**src/hdl/qmvn_ram.sv**
```systemverilog
// qmvn_ram: generic single write port, single read port RAM with registered read.
// No dependencies.
`default_nettype none
module qmvn_ram #(
  parameter int WIDTH = 8,
  parameter int DEPTH = 16
) (
  input  wire logic                     clk,
  input  wire logic                     wr_en,
  input  wire logic [$clog2(DEPTH)-1:0] wr_addr,
  input  wire logic [WIDTH-1:0]         wr_data,
  input  wire logic [$clog2(DEPTH)-1:0] rd_addr,
  output logic      [WIDTH-1:0]         rd_data
);

  logic [WIDTH-1:0] mem_r [DEPTH];
  logic [WIDTH-1:0] rd_data_r;

  always_ff @(posedge clk) begin
    if (wr_en) begin
      mem_r[wr_addr] <= wr_data;
    end
    rd_data_r <= mem_r[rd_addr];
  end

  assign rd_data = rd_data_r;

endmodule
`default_nettype wire

```
**config.mk**
```make
export PLATFORM = sky130hd
export DESIGN_NAME = qmvn_ram
export DESIGN_NICKNAME = d
export VERILOG_FILES = /design/src/hdl/qmvn_ram.sv
export SDC_FILE = /design/constraint.sdc
export NUM_CORES = 1
export LEC_CHECK = 0
export BUFFER_PORTS_ARGS = -buffer_cell sky130_fd_sc_hd__buf_2
export CAP_MARGIN = 0
export CORE_MARGIN = 2
export CORE_UTILIZATION = 52
export DETAILED_ROUTE_END_ITERATION = 10
export GPL_TIMING_DRIVEN = 1
export PLACE_DENSITY = 0.67
export SYNTH_ARGS = -nofsm -noshare
export SYNTH_HDL_FRONTEND = slang
export SYNTH_SLANG_ARGS = --single-unit
```
**constraint.sdc**
```tcl
create_clock -name clk -period 2.8 [get_ports clk]
set_clock_uncertainty 0.1 [all_clocks]
set_input_delay 0.28 -clock clk [delete_from_list [all_inputs] [get_ports clk]]
set_output_delay 0.28 -clock clk [all_outputs]
set_load 0.03 [all_outputs]
```
==> impl_metrics.json, run 1 <==
{
  "crit_slowest_cell": "mux4_2",
  "crit_required_ns": 3.05,
  "reg2reg_from": "mem_r[8][7]",
  "post_cts_resized": 0,
  "die_h_um": 103,
  "antenna_found_initial": 1,
  "drive_gt1_frac": 0.312,
  "worst-path-buf-inv": 0,
  "p_per_area_nw_per_um2": 747,
  "netlist_instances": 229,
  "pwr-share-seq": 0.507,
  "grt_max_degree": 33,
  "critPathKind": "flip-flop to flip-flop",
  "detail-route-antenna-nets": 0,
  "cts_tree": "yes",
  "synth_top_cell_area_share": 0.747,
  "finalPower_mw": 4.51,
  "finalCritPeriodShare": 0.545,
  "layout.nets": 297,
  "power_frac_comb": 0.051,
  "post_cts.repair.setup_buffers": 0,
  "clk_pin_slew_ns": 0.06,
  "internal-power_mw": 3.58,
  "area_growth_syn_to_layout_pct": 17.3,
  "clock.fmax_ghz": 0.655,
  "crit_path_start_kind": "flip-flop",
  "design_area_um2": 6040,
  "hold_end": "mem_r[7][6]",
  "wl_per_cell_um": 21.9,
  "status": "completed",
  "reg2reg_depth": 3,
  "htree_levels": 4,
  "cp_max_fo": 1,
  "cts.sinks": 136,
  "layout_commonest_cell": "edfxtp_1",
  "seqCellArea_um2": 4000,
  "synth_largest_area_cell": "edfxtp_1",
  "maxCapViolCount": 0,
  "yosys_warnings": 0,
  "hold_path_startpoint": "wr_data[6]",
  "slew_viol_final": 0,
  "cts_hold_buf": 0,
  "finalSetupViolCount": 0,
  "placed_cells": 393,
  "relSlewSlack": 0.450,
  "grt_use_total": 0.197,
  "finalCriticalPeriod_ns": 1.53,
  "yosysSeqAreaShare": 0.778,
  "die_area_um2": 10700,
  "layout_common_cells": "edfxtp_1, buf_2, mux4_2, a22oi_1, clkbuf_16",
  "switchingPower_uw": 932,
  "syn-num-nets": 247,
  "rsz0062_at_grt": "false",
  "cpPeakStageDelay_ns": 0.48,
  "multiInputGateArea_um2": 1060,
  "cts-root-buf": "clkbuf_8",
  "port_buffers": 25,
  "endpoint_kind": "flip-flop",
  "cts_made_buffers": 17,
  "vias_per_cell": 5.62,
  "grt_remaining_overflow": 0,
  "die_w_um": 103,
  "worstMarginPinSlew_ns": 0.822,
  "core_area_um2": 9680,
  "ir_drop_mv": 0.471,
  "num-fill-cells": 664,
  "post_dp_cell_area_um2": 5490,
  "drt_iter0_drc": 239,
  "rows": 36,
  "yosys_register_bits": 136,
  "place.gp.congestion": 0.707,
  "mappedNetlistArea_um2": 5150,
  "grt_pass1_vias": 2514,
  "synth.avg_cell_area_um2": 22.5,
  "finalSetupTns_ns": 0,
  "path_cells": "mux4_2, a22oi_1, nand2_1",
  "whs_path_depth": 1,
  "layout.cells.non_filler": 426,
  "initial_core_util": 0.532,
  "worstPathArrival_ns": 1.78,
  "clockBufferDepth": 2,
  "drc": 0,
  "leakagePower_nw": 2.03,
  "r2r_setup_slack_ns": 1.27,
  "ys_top_cells_by_area": "edfxtp_1, mux4_2, mux4_1, dfxtp_1, a22oi_1",
  "crit_family": "multiplexers",
  "via_count": 2395,
  "clk_latency_ns": 0.50,
  "hpwl_mm": 5.90,
  "drt_pre_antenna_iters": 4,
  "worst_hold_path_type": "input port to flip-flop",
  "wl_mm": 9.35,
  "io-pin-count": 26,
  "clock_power_share": 0.442,
  "p_sw_frac": 0.207,
  "grt_pass1_wl_mm": 14.3,
  "synth.distinct_cells": 19,
  "r2r-end": "rd_data[7]",
  "hold_viol": 0
}
==> routing by layer <==
metal	part of all wire	vias up	global-route usage
met5	0	-	0
met4	0.012	0	0.0607
met3	0.050	11	0.0605
met2	0.49	64	0.312
met1	0.45	1248	0.268
li1	-	1072	-
==> power groups by stage <==
stage,Combinational [mW],Clock (mW),Sequential (mW)
after detailed placement,0.232,0,2.33
after global routing,0.250,2.12,2.29
after global placement,0.227,0,2.33
after CTS,0.233,2.02,2.29
final,0.229,1.99,2.29
after floorplan,0.116,0,2.36
==> cells in the mapped netlist, drive strengths merged <==
cell type	count
and2b	1
buf	7
nand2	9
nor3	4
dfxtp	8
nor2b	1
and2	1
mux4	32
or3b	1
nand3b	2
nor2	13
edfxtp	128
a22oi	16
nand2b	2
nand3	1
clkdlybuf4s25	3
==> through the flow <==
step | utilization | setup WS (ns) | hold WS, ns
after floorplan | - | 0.927 | 0.279
after global placement | 0.566 | 0.904 | 0.554
after detailed placement | 0.566 | 0.858 | 0.565
after CTS | 0.623 | 1.29 | 0.0384
after global routing | 0.623 | 1.27 | 0.0532
final | 0.623 | 1.27 | 0.0644
==> layout make-up <==
cell class,instances,area share
Antenna cell,1,0.000415
Clock inverter,12,0.0170
Sequential cell,136,0.663
Clock buffer,20,0.0738
Multi-Input combinational cell,83,0.175
Tap cell,133,0.0276
Timing Repair Buffer,41,0.0427
==> registers in the layout, indices dropped and copies added (netlist names) <==
signal / count
mem_r: 128
rd_data: 8
==> worst max path at each step <==
stage / from / to / slack [ns] / cells after the start
2_1_floorplan: wr_addr[2] / mem_r[0][0] / 0.93 / 2
3_3_place_gp: rd_addr[1] / rd_data[4] / 0.90 / 5
3_5_place_dp: rd_addr[1] / rd_data[5] / 0.86 / 5
4_1_cts: mem_r[11][7] / rd_data[7] / 1.29 / 3
5_1_grt: mem_r[11][7] / rd_data[7] / 1.27 / 3
6_report: mem_r[8][7] / rd_data[7] / 1.27 / 3
==> worst reg2reg max path: stages (launching register included) <==
cell	delay, ns
edfxtp_1	0.38
mux4_2	0.48
a22oi_1	0.25
nand2_1	0.16
==> logic make-up (layout without fill, tap and decap cells) <==
kind of cell / after synthesis / after routing / share of synthesized area
AO/OA/AOI/OAI: 16 / 16 / 0.0233
buffers and inverters: 10 / 73 / 0.0168
flip-flops: 136 / 136 / 0.778
multiplexers: 32 / 32 / 0.150
other: 0 / 1 / 0
AND/OR/NAND/NOR: 35 / 35 / 0.0318
No activity file was read; power rests on OpenSTA's default activity.
==> run 2: changes to the inputs <==
Clock period 2.8 ns to 1.6 ns, I/O delays scaled along.
==> impl_metrics.json, run 2 (synthesis gave the netlist of run 1 again) <==
{
  "status": "completed",
  "finalCritPeriodShare": 0.909,
  "vias_per_cell": 5.60,
  "worstPathArrival_ns": 1.74,
  "worst_hold_path_type": "input port to flip-flop",
  "crit_slowest_cell": "mux4_1",
  "grt_max_degree": 19,
  "hold_end": "mem_r[0][4]",
  "grt_use_total": 0.198,
  "clockBufferDepth": 2,
  "io-pin-count": 26,
  "grtUsageMet1": 0.273,
  "p_sw_frac": 0.194,
  "crit_path_start_kind": "flip-flop",
  "finalCriticalPeriod_ns": 1.45,
  "hpwl_mm": 6.13,
  "power_frac_comb": 0.052,
  "die_area_um2": 10700,
  "antenna_found_initial": 0,
  "cpPeakStageDelay_ns": 0.50,
  "regMostFlops": "mem_r",
  "grt_pass1_wl_mm": 14.1,
  "leakagePower_nw": 2.17,
  "hold_viol": 0,
  "met3_usage": 0.0632,
  "num-fill-cells": 656,
  "rsz0062_at_grt": "false",
  "htree_levels": 4,
  "die_w_um": 103,
  "initial_core_util": 0.532,
  "die_h_um": 103,
  "detail-route-antenna-nets": 0,
  "drc": 0,
  "finalSetupViolCount": 0,
  "r2r-end": "rd_data[5]",
  "globalRouteMet2Util": 0.311,
  "worstMarginPinSlew_ns": 0.761,
  "place.gp.congestion": 0.750,
  "wl_per_cell_um": 21.9,
  "grt-busiest-layer": "met2",
  "drt_pre_antenna_iters": 4,
  "finalPower_mw": 8.49,
  "pwr-share-seq": 0.472,
  "slew_viol_final": 0,
  "clk_latency_ns": 0.50,
  "ir_drop_mv": 0.757,
  "relSlewSlack": 0.491,
  "cts-root-buf": "clkbuf_8",
  "clk_pin_slew_ns": 0.06,
  "clock.fmax_ghz": 0.688,
  "p_per_area_nw_per_um2": 1350,
  "rows": 36,
  "cts.sinks": 136,
  "grt_pass1_vias": 2421,
  "crit_required_ns": 1.89,
  "drt_iter0_drc": 204,
  "clock_power_share": 0.476,
  "drive_gt1_frac": 0.313,
  "post_cts.repair.setup_buffers": 0,
  "port_buffers": 25,
  "layout.cells.non_filler": 440,
  "layout.nets": 312,
  "r2r_setup_slack_ns": 0.15,
  "switchingPower_mw": 1.64,
  "holdWs_ns": 0.113,
  "cts_hold_buf": 8,
  "maxCapViolCount": 0,
  "whs_path_depth": 3,
  "hold_path_startpoint": "wr_addr[0]",
  "reg2reg_depth": 3,
  "largest_reg_flops": 128,
  "internal-power_mw": 6.84,
  "cts_tree": "yes",
  "grt_remaining_overflow": 0,
  "core_area_um2": 9680,
  "reg2reg_from": "mem_r[1][5]",
  "diodes": 0,
  "critPathKind": "flip-flop to flip-flop",
  "cp_max_fo": 1,
  "post_cts_resized": 0,
  "path_cells": "mux4_1, a22oi_1, nand2_1",
  "layout_commonest_cell": "edfxtp_1",
  "wl_mm": 9.62,
  "cts_made_buffers": 17,
  "layout_common_cells": "edfxtp_1, buf_2, mux4_2, buf_4",
  "endpoint_kind": "flip-flop",
  "area_growth_syn_to_layout_pct": 22.3,
  "via_count": 2465,
  "placed_cells": 400
}
==> run 2: cell types whose count changed in the layout (fill, tap and decap cells not counted), sizes merged <==
cell,previous run,this run
dlygate4sd3,0,8
clkinv,4,8
bufinv,1,5
clkinvlp,7,1
buf,41,48
clkbuf,20,18
diode,1,0
==> run 2: per-layer routing <==
layer / up-vias / share of wire
met4: 0 / 0.0035
met2: 80 / 0.51
met5: - / 0
met1: 1273 / 0.43
met3: 2 / 0.053
li1: 1110 / -
==> run 2: power by group through the flow <==
stage          Combinational [mW]  Clock, mW  Sequential, mW
5_1_grt                     0.475       4.24            4.02
3_3_place_gp                0.422          0            4.08
6_report                    0.440       4.04            4.01
4_1_cts                     0.449       4.09            4.01
3_5_place_dp                0.430          0            4.08
2_1_floorplan               0.202          0            4.12
==> run 2: final cells by class <==
cell class,count,area (µm²),share of cell area
flip-flops and latches,136,4000,0.636
clock inverters,14,205,0.0326
clock buffers,18,418,0.0664
well taps,133,166,0.0264
repair buffers,56,440,0.0700
multi-input cells,83,1060,0.169
==> run 2: critical path: cells and delay by family (launching register included) <==
kind	cells	cell delay, ns
compound gates	1	0.29
flops	1	0.36
simple gates	1	0.09
mux	1	0.50
==> run 2: how the worst max path moves through the flow <==
stage          cells after the start         from          end
2_1_floorplan                      2   wr_addr[2]  mem_r[3][0]
3_3_place_gp                       6   rd_addr[0]   rd_data[3]
3_5_place_dp                       5   rd_addr[0]   rd_data[5]
4_1_cts                            3  mem_r[1][5]   rd_data[5]
5_1_grt                            3  mem_r[1][5]   rd_data[5]
6_report                           3  mem_r[1][5]   rd_data[5]
==> run 2: per-stage QoR <==
| step | instance area [µm²] | setup TNS, ns | worst slack, ns | utilization |
|---|---|---|---|---|
| final | 6300 | 0 | 0.146 | 0.650 |
| after global routing | 6300 | 0 | 0.0929 | 0.650 |
| after global placement | 5590 | -0.210 | -0.0947 | 0.578 |
| after detailed placement | 5590 | -0.242 | -0.0856 | 0.578 |
| after floorplan | 5150 | 0 | 0.0739 | - |
| after CTS | 6300 | 0 | 0.125 | 0.650 |
==> run 3: changes to the inputs <==
--- a/config.mk
+++ b/config.mk
@@ -8,5 +8,6 @@
 export BUFFER_PORTS_ARGS = -buffer_cell sky130_fd_sc_hd__buf_2
-export CAP_MARGIN = 0
+export CAP_MARGIN = 20
 export CORE_MARGIN = 2
 export CORE_UTILIZATION = 52
+export CTS_CLUSTER_DIAMETER = 30
 export DETAILED_ROUTE_END_ITERATION = 10
==> constraint.sdc (replaced) <==
create_clock -name clk -period 1.6 [get_ports clk]
set_clock_uncertainty 0.1 [all_clocks]
set_input_delay 0 -clock clk [delete_from_list [all_inputs] [get_ports clk]]
set_output_delay 0 -clock clk [all_outputs]
set_load 0.03 [all_outputs]
==> impl_metrics.json, run 3 (synthesis gave the netlist of run 1 again) <==
{
  "layout_common_cells": "edfxtp_1, buf_2, buf_4, mux4_2",
  "relSlewSlack": 0.737,
  "p_per_area_nw_per_um2": 1340,
  "worstPathArrival_ns": 1.63,
  "clk_latency_ns": 0.52,
  "worstMarginPinSlew_ns": 0.394,
  "clk_pin_slew_ns": 0.06,
  "core_area_um2": 9680,
  "crit_required_ns": 1.72,
  "maxCapViolCount": 0,
  "diodes": 0,
  "finalSetupViolCount": 0,
  "ir_drop_mv": 0.728,
  "die_h_um": 103,
  "antenna_found_initial": 0,
  "seqCellArea_um2": 4000,
  "finalSetupTns_ns": 0,
  "htree_levels": 4,
  "drc": 0,
  "hold_viol": 0,
  "die_area_um2": 10700,
  "num-fill-cells": 656,
  "grt_use_total": 0.203,
  "finalPower_mw": 8.49,
  "initial_core_util": 0.532,
  "place.gp.congestion": 0.732,
  "cts.sinks": 136,
  "cp_max_fo": 8,
  "grt_pass1_vias": 2589,
  "grt_max_degree": 33,
  "post_dp_cell_area_um2": 5540,
  "clock.fmax_ghz": 0.659,
  "worst_hold_path_type": "input port to flip-flop",
  "critPathKind": "input port to flip-flop",
  "wl_per_cell_um": 21.1,
  "finalCriticalPeriod_ns": 1.52,
  "multiInputGateArea_um2": 1060,
  "layout.cells.non_filler": 447,
  "rows": 36,
  "cts-root-buf": "clkbuf_8",
  "drive_gt1_frac": 0.315,
  "setup_ws_ns": 0.0832,
  "placed_cells": 399,
  "finalCritPeriodShare": 0.948,
  "grt_remaining_overflow": 0,
  "rsz0062_at_grt": "false",
  "layout_commonest_cell": "edfxtp_1",
  "post-place-ws_ns": 0.0781,
  "via_count": 2463,
  "status": "completed",
  "drt_iter0_drc": 123,
  "grt_pass1_wl_mm": 14.7,
  "detail-route-antenna-nets": 0,
  "layout.nets": 319,
  "endpoint_kind": "flip-flop",
  "cts_tree": "yes",
  "leakagePower_nw": 2.19,
  "wl_mm": 9.42,
  "largest_reg_flops": 128,
  "cts_made_buffers": 17,
  "slew_viol_final": 0,
  "area_growth_syn_to_layout_pct": 23.2,
  "port_buffers": 25,
  "io-pin-count": 26,
  "regMostFlops": "mem_r",
  "die_w_um": 103,
  "drt_pre_antenna_iters": 4,
  "vias_per_cell": 5.51,
  "clockBufferDepth": 2,
  "design_area_um2": 6340,
  "crit_path_start_kind": "input port"
}
[run 3: changes by cell type in the layout (fill, tap and decap cells not counted), sizes merged]
cell | previous run | this run
clkbuf | 18 | 21
clkinv | 8 | 5
bufinv | 5 | 4
clkinvlp | 1 | 2
dlygate4sd3 | 8 | 15
[run 3: critical path, stage by stage]
cell,delay (ns)
buf_2,0.11
dlygate4sd3_1,0.56
or3b_2,0.51
nor3_1,0.22
buf_4,0.24
[run 3: where the power goes]
group / switching [mW] / internal (mW)
Combinational: 0.250 / 0.190
Clock: 1.38 / 2.66
Sequential: 0.0239 / 3.98
[run 3: path summary, 6_finish.rpt]
| path | start | end | slack [ns] | cells after the start |
|---|---|---|---|---|
| setup / recovery | wr_addr[2] | mem_r[0][2] | 0.08 | 5 |
| setup reg to reg | mem_r[9][2] | rd_data[2] | 0.18 | 3 |
| hold reg to reg | mem_r[7][3] | rd_data[3] | 0.57 | 3 |
| hold / removal | wr_en | mem_r[15][4] | 0.03 | 4 |
[run 3: cell type report]
cell class | instances | share of cell area
Sequential cell | 136 | 0.632
Multi-Input combinational cell | 83 | 0.168
Timing Repair Buffer | 63 | 0.0752
Clock buffer | 21 | 0.0724
Clock inverter | 11 | 0.0270
Tap cell | 133 | 0.0262
[run 3: per-stage QoR]
stage | hold WS [ns] | utilization
2_1_floorplan | -0.00113 | -
3_3_place_gp | 0.289 | 0.572
3_5_place_dp | 0.296 | 0.572
4_1_cts | 0.00475 | 0.654
5_1_grt | 0.0343 | 0.655
6_report | 0.0304 | 0.655
[run 3: per-layer routing]
metal  vias to the layer above  wire length (µm)  track usage
met5                         -                 0            0
met4                         0               100       0.0607
met3                         8               379       0.0672
met2                        57              4700        0.307
met1                      1278              4250        0.288
li1                       1120                 -            -
[run 3: repair_timing]
action | CTS | global route
gates resized for setup | 0 | 2
setup buffers | 0 | 1
hold buffers | 16 | 0
endpoints found under the setup margin | 0 | 8
hold endpoints to repair | 174 | 0
